### src/hw/rtl/cmfcrc_pkg.sv
`timescale 1ns / 1ps

package cmfcrc_pkg;

   // Widest CRC register the block is built for by default
   localparam int unsigned DEFAULT_MAX_WIDTH = 32;

   // Reset values of the configuration registers (CRC-32/MPEG-2 preset: CRC-32 polynomial, all-ones init)
   localparam logic [31:0] DEFAULT_POLYNOMIAL = 32'h04C1_1DB7;
   localparam logic [5:0]  DEFAULT_CRC_WIDTH  = 6'd32;
   localparam logic [31:0] DEFAULT_INIT_VALUE = 32'hFFFF_FFFF;

   // Narrowest CRC the block supports
   localparam logic [6:0]  MIN_CRC_WIDTH = 7'd8;

   // Configuration register indexes
   localparam logic [1:0] CSR_POLYNOMIAL = 2'd0;
   localparam logic [1:0] CSR_CRC_WIDTH  = 2'd1;
   localparam logic [1:0] CSR_INIT_VALUE = 2'd2;

   // Start value selection carried with each request
   typedef enum logic [1:0] {
      MODE_CONTINUE = 2'd0,
      MODE_INIT     = 2'd1,
      MODE_SEED     = 2'd2
   } mode_type;

endpackage

### src/hw/rtl/cmfcrc_csr.sv
`timescale 1ns / 1ps

module cmfcrc_csr import cmfcrc_pkg::*; #(
   parameter int unsigned MAX_WIDTH = DEFAULT_MAX_WIDTH,
   localparam int unsigned SHIFT_W = $clog2(MAX_WIDTH)
) (
   input  logic                 clock,
   input  logic                 reset,
   input  logic                 csr_valid,
   output logic                 csr_ready,
   input  logic [1:0]           csr_index,
   input  logic [31:0]          csr_wdata,
   output logic [MAX_WIDTH-1:0] poly,
   output logic [MAX_WIDTH-1:0] init,
   output logic [SHIFT_W-1:0]   shift
);

   localparam logic [6:0] MAX_W7 = 7'(MAX_WIDTH);

   logic [31:0] poly_ff, poly_in;
   logic [5:0]  width_ff, width_in;
   logic [31:0] init_ff, init_in;
   logic [6:0]  eff_width;

   assign csr_ready = 1'b1;

   always_comb begin
      poly_in  = poly_ff;
      width_in = width_ff;
      init_in  = init_ff;
      if (csr_valid) begin
         unique case (csr_index)
            CSR_POLYNOMIAL: poly_in  = csr_wdata;
            CSR_CRC_WIDTH:  width_in = csr_wdata[5:0];
            CSR_INIT_VALUE: init_in  = csr_wdata;
            default: ;
         endcase
      end
   end

   always_ff @(posedge clock) begin
      if (reset) begin
         poly_ff  <= DEFAULT_POLYNOMIAL;
         width_ff <= DEFAULT_CRC_WIDTH;
         init_ff  <= DEFAULT_INIT_VALUE;
      end else begin
         poly_ff  <= poly_in;
         width_ff <= width_in;
         init_ff  <= init_in;
      end
   end

   // Clamp the width into the supported range
   always_comb begin
      if ({1'b0, width_ff} < MIN_CRC_WIDTH) begin
         eff_width = MIN_CRC_WIDTH;
      end else if ({1'b0, width_ff} > MAX_W7) begin
         eff_width = MAX_W7;
      end else begin
         eff_width = {1'b0, width_ff};
      end
   end

   // Left shift that puts the CRC's top bit at the register's top bit
   assign shift = SHIFT_W'(MAX_W7 - eff_width);
   assign poly  = MAX_WIDTH'(poly_ff);
   assign init  = MAX_WIDTH'(init_ff);

endmodule

### src/hw/rtl/cmfcrc_fold.sv
`timescale 1ns / 1ps

module cmfcrc_fold import cmfcrc_pkg::*; #(
   parameter int unsigned MAX_WIDTH = DEFAULT_MAX_WIDTH,
   localparam int unsigned SHIFT_W = $clog2(MAX_WIDTH)
) (
   input  logic [1:0]           mode,
   input  logic [7:0]           data_byte,
   input  logic [31:0]          seed_value,
   input  logic [MAX_WIDTH-1:0] running,
   input  logic [MAX_WIDTH-1:0] init,
   input  logic [MAX_WIDTH-1:0] poly,
   input  logic [SHIFT_W-1:0]   shift,
   output logic [MAX_WIDTH-1:0] crc_next
);

   logic [MAX_WIDTH-1:0] mask;
   logic [MAX_WIDTH-1:0] start;
   logic [MAX_WIDTH-1:0] poly_al;
   logic [MAX_WIDTH-1:0] crc_al;

   assign mask = {MAX_WIDTH{1'b1}} >> shift;

   always_comb begin
      case (mode_type'(mode))
         MODE_INIT: start = init;
         MODE_SEED: start = MAX_WIDTH'(seed_value);
         default:   start = running;
      endcase
   end

   assign poly_al = (poly & mask) << shift;

   // Work left-aligned so the feedback tap is always the top bit
   always_comb begin
      crc_al = ((start & mask) << shift) ^ (MAX_WIDTH'(data_byte) << (MAX_WIDTH - 8));
      for (int k = 0; k < 8; k++) begin
         crc_al = {crc_al[MAX_WIDTH-2:0], 1'b0} ^ (crc_al[MAX_WIDTH-1] ? poly_al : '0);
      end
   end

   assign crc_next = crc_al >> shift;

endmodule

### src/hw/rtl/configurable_msb_first_crc.sv
`timescale 1ns / 1ps

// Byte-serial, MSB-first, non-reflected CRC of 8 to MAX_WIDTH bits.
//
// Request channel (req_valid / req_stall): one data byte per request, with a
// mode that continues the running CRC, restarts from the init register or
// restarts from req_seed_value, plus a last-byte flag that is passed along.
// Response channel (rsp_valid / rsp_stall): one response per request holding
// the CRC after that byte, masked to the configured width, and the flag.
// CSR channel (csr_valid / csr_ready): index 0 polynomial, 1 width, 2 init
// value; csr_ready is always high. Write only while no request is in flight.
//
// A request sits in the input register, the eight-step update runs there and
// the result lands in the output register, which drives the response. One
// request is taken every cycle unless req_stall is high; the running CRC
// register closes its loop through the update. When the receiver stalls, the
// response holds and the input register keeps the next request; req_stall
// rises only when both are occupied.
// Reset empties both registers, loads the CRC-32 preset into the CSRs and
// sets the running CRC to the preset init value.

module configurable_msb_first_crc import cmfcrc_pkg::*; #(
   parameter int unsigned MAX_WIDTH = DEFAULT_MAX_WIDTH
) (
   input  logic        clock,
   input  logic        reset,
   input  logic        csr_valid,
   output logic        csr_ready,
   input  logic [1:0]  csr_index,
   input  logic [31:0] csr_wdata,
   input  logic        req_valid,
   output logic        req_stall,
   input  logic [7:0]  req_data_byte,
   input  logic [1:0]  req_mode,
   input  logic [31:0] req_seed_value,
   input  logic        req_last_byte,
   output logic        rsp_valid,
   input  logic        rsp_stall,
   output logic [31:0] rsp_crc_value,
   output logic        rsp_is_final
);

   localparam int unsigned SHIFT_W = $clog2(MAX_WIDTH);

   logic [MAX_WIDTH-1:0] poly;
   logic [MAX_WIDTH-1:0] init;
   logic [SHIFT_W-1:0]   shift;
   logic [MAX_WIDTH-1:0] crc_next;

   logic                 in_valid_ff, in_valid_in;
   logic [7:0]           in_byte_ff;
   logic [1:0]           in_mode_ff;
   logic [31:0]          in_seed_ff;
   logic                 in_last_ff;
   logic                 out_valid_ff, out_valid_in;
   logic [31:0]          out_crc_ff;
   logic                 out_last_ff;
   logic [MAX_WIDTH-1:0] running_ff;

   logic advance;
   logic move;
   logic take;

   cmfcrc_csr #(.MAX_WIDTH(MAX_WIDTH)) u_csr (
      .clock     (clock),
      .reset     (reset),
      .csr_valid (csr_valid),
      .csr_ready (csr_ready),
      .csr_index (csr_index),
      .csr_wdata (csr_wdata),
      .poly      (poly),
      .init      (init),
      .shift     (shift)
   );

   cmfcrc_fold #(.MAX_WIDTH(MAX_WIDTH)) u_fold (
      .mode       (in_mode_ff),
      .data_byte  (in_byte_ff),
      .seed_value (in_seed_ff),
      .running    (running_ff),
      .init       (init),
      .poly       (poly),
      .shift      (shift),
      .crc_next   (crc_next)
   );

   assign advance   = !out_valid_ff || !rsp_stall;
   assign move      = in_valid_ff && advance;
   assign req_stall = in_valid_ff && !advance;
   assign take      = req_valid && !req_stall;

   always_comb begin
      in_valid_in = in_valid_ff;
      if (!req_stall) begin
         in_valid_in = req_valid;
      end
      out_valid_in = out_valid_ff;
      if (move) begin
         out_valid_in = 1'b1;
      end else if (advance) begin
         out_valid_in = 1'b0;
      end
   end

   always_ff @(posedge clock) begin
      if (reset) begin
         in_valid_ff  <= 1'b0;
         out_valid_ff <= 1'b0;
         running_ff   <= MAX_WIDTH'(DEFAULT_INIT_VALUE);
      end else begin
         in_valid_ff  <= in_valid_in;
         out_valid_ff <= out_valid_in;
         if (move) begin
            running_ff <= crc_next;
         end
      end
   end

   // Payload: load on acceptance, hold otherwise
   always_ff @(posedge clock) begin
      if (take) begin
         in_byte_ff <= req_data_byte;
         in_mode_ff <= req_mode;
         in_seed_ff <= req_seed_value;
         in_last_ff <= req_last_byte;
      end
      if (move) begin
         out_crc_ff  <= 32'(crc_next);
         out_last_ff <= in_last_ff;
      end
   end

   assign rsp_valid     = out_valid_ff;
   assign rsp_crc_value = out_crc_ff;
   assign rsp_is_final  = out_last_ff;

endmodule

### config.mk
export PLATFORM = sky130hd
export DESIGN_NAME = configurable_msb_first_crc
export DESIGN_NICKNAME = d
export VERILOG_FILES = /design/src/hw/rtl/cmfcrc_pkg.sv /design/src/hw/rtl/cmfcrc_csr.sv /design/src/hw/rtl/cmfcrc_fold.sv /design/src/hw/rtl/configurable_msb_first_crc.sv
export SDC_FILE = /design/constraint.sdc
export NUM_CORES = 1
export LEC_CHECK = 0
export BUFFER_PORTS_ARGS = -buffer_cell sky130_fd_sc_hd__buf_4
export CORE_MARGIN = 1.5
export CORE_UTILIZATION = 52
export DETAILED_ROUTE_END_ITERATION = 8
export PLACE_DENSITY = 0.7
export SLEW_MARGIN = 20
export SYNTH_ARGS = -nofsm -noshare
export SYNTH_HDL_FRONTEND = slang
export SYNTH_HIERARCHICAL = 1
export SYNTH_SLANG_ARGS = --single-unit
### constraint.sdc
create_clock -name clock -period 15.1 [get_ports clock]
set_input_delay 1.51 -clock clock [delete_from_list [all_inputs] [get_ports clock]]
set_output_delay 1.51 -clock clock [all_outputs]
set_load 0.02 [all_outputs]
* Word-level counts from Yosys, hierarchy flattened *
Cells that the tools add are included.
W data, S select, Z words.

word-level totals
  output and inout bits = 36
  input port bits = 82
  register bits = 180

operators by class
  reductions and logical operators = 13
  magnitude comparators = 2
  shift operators = 4
  equal/unequal tests = 4
  mux-type cells = 13
  add/sub/neg operators = 1
  bitwise gates (word level) = 11

operator list
  cell                     number
  $xor A32 B32 Y32         9
  $mux W32                 8
  $and A32 B32 Y32         2
  $pmux W32 S2             1
  $shl A32 B5 Y32          2
  $shr A32 B5 Y32          1
  $shr A32 B5 Y32 const A  1
  $mux W5                  2
  $gt A6 B6 Y1 const B     1
  $lt A6 B4 Y1 const B     1
  $reduce_and A2 Y1        3
  $sub A1 B5 Y5 const A    1
  $eq A2 B1 Y1 const B     2
  $eq A2 B2 Y1 const B     2
  $logic_not A1 Y1         4
  $logic_and A1 B1 Y1      3
  $logic_not A2 Y1         1
  $mux W1                  2
  $reduce_bool A2 Y1       1
  $logic_or A1 B1 Y1       1

* Logic depth before layout (Yosys ltp) *
Gate-level depths: netlist of run 1.

  depth in word-level cells = 25
  gate-level depth with buffers = 35

* By module *
Netlist of run 1, hierarchy kept.

modules (own cells, without submodules)
  module                      times used  sequential area each (um^2)  area each (um^2)  cells an instance
  cmfcrc_fold                 1           0.0                          11643.7           1672
  configurable_msb_first_crc  1           2962.8                       3617.2            198
  cmfcrc_csr                  1           1401.3                       2552.4            306

* Worst setup path after synthesis of run 1 *
OpenSTA, ideal clock, no wires.

  kind = reg2reg
  start point = register u_csr.width_ff[5]
  end point = register running_ff[3]
  stages on the path, launching flop included = 32
  clock period less this slack = 7.347 ns
  buffers on the path = 4
  library setup time = 0.122 ns
  required time = 14.978 ns
  data arrival time = 7.225 ns
  slack = 7.753 ns
  cell sequence = dfxtp_1 > o21ba_2 > nand2_1 > ha_1 > xor2_1 > buf_2 > buf_1 > nand3_1 > and3_1 > o31ai_2 > mux2i_1 > a21oi_2 > nor3_1 > o211a_1 > or4_4 > and2_4 > xnor3_2 > and3_1 > a41oi_2 > o211ai_4 > xnor2_4 > buf_8 > buf_6 > mux2i_1 > xor2_1 > mux2i_1 > mux2_2 > mux2i_1 > mux2i_1 > o22a_1 > and2_1 > a221o_1

between the ends
  word-level cells in the longest chain between the ends = 25
  elaborated cells between the ends (all ways) = 28
  those cells by class = add/sub: 1; order compare: 2; shift: 4; mux: 10; bitwise: 11

RTL lines
  item                    RTL line                           text
  from (decl)             cmfcrc_csr.sv:21                   logic [5:0] width_ff, width_in;
  from (signal assigned)  cmfcrc_csr.sv:48                   width_ff <= width_in;
  $gt A6 B6 Y1            cmfcrc_csr.sv:57                   end else if ({1'b0, width_ff} > MAX_W7) begin
  $mux W5                 cmfcrc_csr.sv:57
  $mux W5 *               cmfcrc_csr.sv:55                   if ({1'b0, width_ff} < MIN_CRC_WIDTH) begin
  $sub A1 B5 Y5 *         cmfcrc_csr.sv:65                   assign shift = SHIFT_W'(MAX_W7 - eff_width);
  named net shift[2]      configurable_msb_first_crc.sv:47   logic [SHIFT_W-1:0] shift;
  $shr A32 B5 Y32         cmfcrc_fold.sv:22                  assign mask = {MAX_WIDTH{1'b1}} >> shift;
  $and A32 B32 Y32        cmfcrc_fold.sv:36                  crc_al = ((start & mask) << shift) ^ (MAX_WIDTH'(data_byte) << (MAX_WIDTH - 8));
  $shl A32 B5 Y32         cmfcrc_fold.sv:36
  (+11 left out)          n/a
  $mux W32                cmfcrc_fold.sv:38                  crc_al = {crc_al[MAX_WIDTH-2:0], 1'b0} ^ (crc_al[MAX_WIDTH-1] ? poly_al : '0);
  $xor A32 B32 Y32        cmfcrc_fold.sv:38
  $mux W32                cmfcrc_fold.sv:38
  $xor A32 B32 Y32        cmfcrc_fold.sv:38
  $mux W32                cmfcrc_fold.sv:38
  $xor A32 B32 Y32        cmfcrc_fold.sv:38
  $shr A32 B5 Y32 *       cmfcrc_fold.sv:42                  assign crc_next = crc_al >> shift;
  named net crc_next[3]   configurable_msb_first_crc.sv:48   logic [MAX_WIDTH-1:0] crc_next;
  to (signal assigned)    configurable_msb_first_crc.sv:109  running_ff <= MAX_WIDTH'(DEFAULT_INIT_VALUE);
  to (signal assigned)    configurable_msb_first_crc.sv:114  running_ff <= crc_next;
  to (decl)               configurable_msb_first_crc.sv:58   logic [MAX_WIDTH-1:0] running_ff;

The timed path passes the listed nets; every way through them passes the cells marked *.
A chain may end at the register's enable or synchronous reset.

* Worst setup path in the final report of run 1 *
  start point = register u_csr.width_ff[5]
  end point = register running_ff[5]

The elaborated chain is that of the path after synthesis.

==> flow_summary.toml, run 1 <==
[run_status]
status = "finished clean"

[sta]
slew_violations = 0
clock.fmax_mhz = 96.77
tns_ns = 0
tightest_slew_ns = 1.234
maxSlewHeadroom_pct = 17.10
fin_crit_sh_pct = 68.44
fin_ws_ns = 4.766
grt_setup_unrepaired = "false"
setup_viol = 0
period_needed_ns = 10.33
hold_violations = 0
fin_skew_ns = 0.01982

[finish]
drive_above_1_share_pct = 15.99
nets = 2249
diodes = 0
syn2layout_area_growth_pct = 8.401

[worst_setup_path]
cp.required_ns = 15.45
crit_top_cell = "buf_4"
critPathTopFamily = "compound AO/OA/AOI/OAI gates"
reg2regPathDepth = 29
crit-reg2reg-capture = "running_ff[5]"
crit_buf_inv = 4
arrival_ns = 10.68
worstReg2RegStart = "u_csr/width_ff[5]"
slowest_delay_ns = 0.94
crit_slowest_cell = "nor4_1"
reg2reg_slack_ns = 4.77
crit_fanout = 56
critPathKind = "reg -> reg"
worst_setup_path_start_kind = "flip-flop"
end_kind = "flip-flop"

[power_and_ir_drop]
sequentialPowerShare_pct = 14.9
max-vdd-ir-drop_mv = 0.2541
swShare_pct = 51.83
comb_power_share_pct = 75.8
p_leak_nw = 7.137
clock_power_share_pct = 9.3
p_per_area_mw_per_mm2 = 247.7
fin_total_pwr_mw = 4.783
intPower_mw = 2.304
net-switching-power_mw = 2.479

[global_route]
antenna_found_initial = 0
overflow = 0
grt_pass1_vias = 16321
grt_use_total_pct = 40.62
grt_pass1_wl_mm = 107.4
grt_start_max_net_pins = 118

[placement]
pre_cts_slack_ns = 5.119
io_buffers = 116
gp_congestion = 1.035
dpl.hpwl_mm = 55.02

[run]
timing.max_cap.violations = 0

[cts]
cts_buffers = 17
root_buffer = "clkbuf_16"
clock-sinks = 180
cts_tree = "done"
clock_path_buffers = 2
clk_latency_ns = 0.46
htree_levels = 4
clkTransAtPathRegs_ns = 0.07
postCtsSetupBuffers = 0
cts_resized = 0
postCtsHoldBufs = 0

[routing]
dr.pass1.iters = 7
avgViaCountPerCell = 6.780
post-route-drc-count = 0
wire_per_inst_um = 27.70
vias = 17798
wl_mm = 72.71
drt_iter0_drc = 2793
antenna_violating_nets_post_route = 0

[synth]
syn_area_mm2 = 0.01781
synth_seq_area_share_pct = 24.50
syn_inst = 2176
synth_warnings = 6
ys_async_sr_fraction_pct = 0
synth_flop_cell = "dfxtp_1"
yosysUniqueCellTypes = 107
synth-edff-count = 76
avgSynthCellArea_um2 = 8.186
synth-seq-cells = 180
syn_nets = 2261

[floorplanning]
num_rows = 67
ios = 118
die_area_mm2 = 0.03538
die_w_um = 188.1
core_mm2 = 0.03362
initial_core_util_pct = 52.99
die_h_um = 188.1

[worst_hold_path]
worst_hold_startpoint = "in_last_ff"
hold_depth = 0
hold_class = "reg -> reg"
hold_end = "rsp_is_final"
-- cells in the mapped netlist, types with 21 or more instances --
cell	count	share of area (%)
nor2_1	301	6.3
xnor2_1	194	9.5
nand2_1	171	3.6
nor3_1	148	4.2
a21oi_1	116	3.3
dfxtp_1	104	12
mux2i_1	97	5.5
clkbuf_1	85	1.8
edfxtp_1	76	13
o21ai_0	66	1.9
and2_1	49	1.7
buf_2	46	1.3
nand3_1	46	1.3
mux4_2	40	5.1
mux2_2	38	2.4
a221o_1	35	2.0
a22o_1	32	1.6
o22ai_1	31	1.1
xor2_1	26	1.3
a221oi_1	23	1.1
buf_1	23	0.48
a211oi_1	22	0.93
nand2b_1	21	0.74
-- worst max-delay path by stage --
stage,start,to,slack (ns),depth (start not counted)
after global placement,u_csr/width_ff[5],running_ff[7],5.20,29
after CTS,u_csr/width_ff[5],running_ff[7],5.08,29
final,u_csr/width_ff[5],running_ff[5],4.77,29
after floorplan,u_csr/width_ff[5],running_ff[3],7.75,31
after global routing,u_csr/width_ff[3],running_ff[5],4.26,29
after detailed placement,u_csr/width_ff[5],running_ff[0],5.12,29
-- power groups by stage --
stage	registers [mW]	clock network [mW]	logic, mW
final	0.714	0.445	3.62
after global routing	0.718	0.469	3.84
after CTS	0.712	0.451	3.52
after detailed placement	0.721	0	3.48
after global placement	0.721	0	3.49
after floorplan	0.748	0	2.48
-- final cells by class --
type	instances	area, um2
clock buffer	18	429.2
multi-input combinational	1787	12510
timing repair buffer	158	1211
tap	448	560.5
clock inverter	14	161.4
fill	3056	14310
inverter	20	77.57
sequential	180	4364
-- routing by layer --
layer	vias up	global-route usage [%]	wire length [um]	share of wire (%)
li1	7921	-	-	-
met1	8431	56.22	30200	42
met2	1233	59.76	30860	42
met3	213	7.823	7556	10
met4	0	21.42	4097	5.6
met5	-	0	0	0
-- kinds of logic after synthesis --
kind of cell / count (synthesis) / share of synthesized area (%)
mux: 177 / 13.08
simple gates: 843 / 22.13
buf+inv: 209 / 5.886
xor+xnor: 237 / 12.80
other cells: 1 / 0.02105
fa+ha+maj: 3 / 0.2107
compound gates: 526 / 21.37
flops: 180 / 24.50
-- through the flow --
stage / util [%] / hold slack [ns] / area, um2 / cells
after global placement: 55.68 / 0.4179 / 18720 / 2593
final: 57.44 / 0.4351 / 19310 / 2625
after detailed placement: 55.68 / 0.4051 / 18720 / 2593
after global routing: 57.44 / 0.4428 / 19310 / 2625
after CTS: 57.43 / 0.4368 / 19310 / 2625
after floorplan: - / 0.4003 / 17810 / 2176
-- cell usage in the layout (no fill, tap or decap), types with 12 or more instances in the layout --
cell,synthesis,final
and2_1,49,49
a21oi_1,116,115
dfxtp_1,104,104
nor3_1,148,146
nand2b_1,21,21
or2_2,12,12
nor2_1,301,299
nand2_1,171,170
o21ai_0,66,66
mux2i_1,97,97
xor2_1,26,25
o22ai_1,31,31
edfxtp_1,76,76
o21ai_1,17,17
and3_1,13,13
mux2_2,38,38
a21o_1,14,14
mux4_2,40,40
a22o_1,32,32
inv_1,17,15
a221oi_1,23,22
o211ai_1,17,17
nor2b_1,13,13
or3_1,15,15
a211oi_1,22,21
buf_4,16,156
a221o_1,35,35
a32oi_1,13,13
nand3_1,46,46
a22oi_1,18,18
clkbuf_16,0,17
xnor2_1,194,193
-- sequential cells by signal, indices dropped and copies added, names as in the netlist, 2 cells and up --
register and count:
in_byte_ff 8, in_mode_ff 2, in_seed_ff 32, rsp_crc_value 32, running_ff 32, u_csr/init 32, u_csr/poly 32, u_csr/width_ff 6
Note: power is estimated with default switching activity, not from simulation.
==> run 2: changes to the inputs <==
- clock period: 15.1 -> 10.4 ns (I/O delays scaled with it)
==> flow_summary.toml, run 2 (synthesis gave the netlist of run 1 again) <==
[worst_setup_path]
critPathKind = "reg -> reg"
arrival_ns = 10.39
end_kind = "flip-flop"
reg2regPathDepth = 28
worstReg2RegStart = "u_csr/width_ff[5]"
slowest_delay_ns = 0.84
cp.required_ns = 10.74
crit-reg2reg-capture = "running_ff[1]"
crit_top_cell = "xnor2_1"
worst_setup_path_start_kind = "flip-flop"
endpoint = "running_ff[1]"
crit_fanout = 32
crit_slowest_cell = "xnor2_1"
startpoint = "u_csr/width_ff[5]"
reg2reg_slack_ns = 0.35

[cts]
clkTransAtPathRegs_ns = 0.08
root_buffer = "clkbuf_16"
clock_path_buffers = 2
cts_resized = 0
postCtsHoldBufs = 0
cts_tree = "done"
clock-sinks = 180
clk_latency_ns = 0.46
postCtsSetupBuffers = 0
cts_buffers = 17
htree_levels = 4

[finish]
nets = 2284
fill_cells = 3113
multi_input_comb_area_mm2 = 0.01251
diodes = 0
final_common_cell = "nor2_1"
stdcell_area_mm2 = 0.01961
fin_cells = 2660
utilization_pct = 58.34
syn2layout_area_growth_pct = 10.09
drive_above_1_share_pct = 17.36
register_area_mm2 = 0.004364
layout_common_cells = "nor2_1 (299), xnor2_1 (193), buf_4 (190), nand2_1 (170), nor3_1 (146)"

[global_route]
overflow = 0
grt_start_max_net_pins = 100
use_met1_pct = 58.02
antenna_found_initial = 0
grt_util_met3_pct = 9.264
grt_pass1_wl_mm = 112.3
grt_use_total_pct = 42.75
grt_pass1_vias = 16966
grt-busiest-layer = "met2"
grtUsageMet2_pct = 61.82

[power_and_ir_drop]
max-vdd-ir-drop_mv = 0.3353
p_leak_nw = 7.321
p_per_area_mw_per_mm2 = 364.0
fin_total_pwr_mw = 7.138

[floorplanning]
initial_core_util_pct = 52.99
die_area_mm2 = 0.03538
die_h_um = 188.1
core_mm2 = 0.03362
num_rows = 67
die_w_um = 188.1
ios = 118

[routing]
post-route-drc-count = 0
avgViaCountPerCell = 6.928
dr.pass1.iters = 7
wire_per_inst_um = 28.83
drt_iter0_drc = 2696
wl_mm = 76.68
vias = 18428
antenna_violating_nets_post_route = 0

[run_status]
status = "finished clean"

[sta]
fin_crit_sh_pct = 96.65
setup_viol = 0
fin_ws_ns = 0.3488
period_needed_ns = 10.05
grt_setup_unrepaired = "false"
tns_ns = 0
tightest_slew_ns = 1.127
fin_skew_ns = 0.01484
clock.fmax_mhz = 99.49
hold_violations = 0
hold_slack_ns = 0.4305
maxSlewHeadroom_pct = 24.38
slew_violations = 0

[run]
timing.max_cap.violations = 0

[placement]
io_buffers = 116
gp_congestion = 1.093
dpl-instance-area_mm2 = 0.01899
pre_cts_slack_ns = 0.9142
place_inst = 2628
dpl.hpwl_mm = 59.10

[worst_hold_path]
hold_class = "reg -> reg"
-- run 2: cell count changes in the layout (fill, tap and decap cells not counted), moves of 2 or more --
cell      before  now
inv_6          5    1
buf_4        156  190
inv_8          4    6
clkinv_4       0    2
clkinv_2       2    0
-- run 2: cell type report --
cell class	instances	share of cell area (%)
multi-input combinational	1787	63.78
tap	448	2.858
timing repair buffer	193	7.580
clock buffer	19	2.367
clock inverter	13	0.7593
sequential	180	22.25
inverter	20	0.3956
-- run 2: power breakdown --
group	total [mW]	leakage (nW)	internal, mW	switching [mW]
Combinational	5.43	5.44	2.10	3.33
Sequential	1.04	1.58	0.949	0.0905
Clock	0.663	0.304	0.345	0.319
-- run 2: layer usage --
metal	up-vias	wire [um]
li1	8004	-
met1	8757	30730
met2	1399	31740
met3	268	8701
met4	0	5513
met5	-	0
-- run 2: worst min-delay path by stage --
stage	from	depth (start not counted)	slack [ns]	to
2_1_floorplan	in_last_ff	0	0.40	rsp_is_final
3_3_place_gp	in_last_ff	0	0.42	rsp_is_final
3_5_place_dp	in_last_ff	0	0.41	rsp_is_final
4_1_cts	in_last_ff	0	0.43	rsp_is_final
5_1_grt	in_last_ff	0	0.45	rsp_is_final
6_report	in_last_ff	0	0.43	rsp_is_final
-- run 2: worst max-delay path, delay by kind of cell, from the launching register on --
kind / cells / cell delay, ns
AOI/OAI and AO/OA: 9 / 3.37
buffers and inverters: 2 / 0.57
and+or+nand+nor: 7 / 2.03
adders and majority gates: 1 / 0.22
DFF: 1 / 0.47
muxes: 3 / 0.73
xor gates and xnor gates: 6 / 2.52
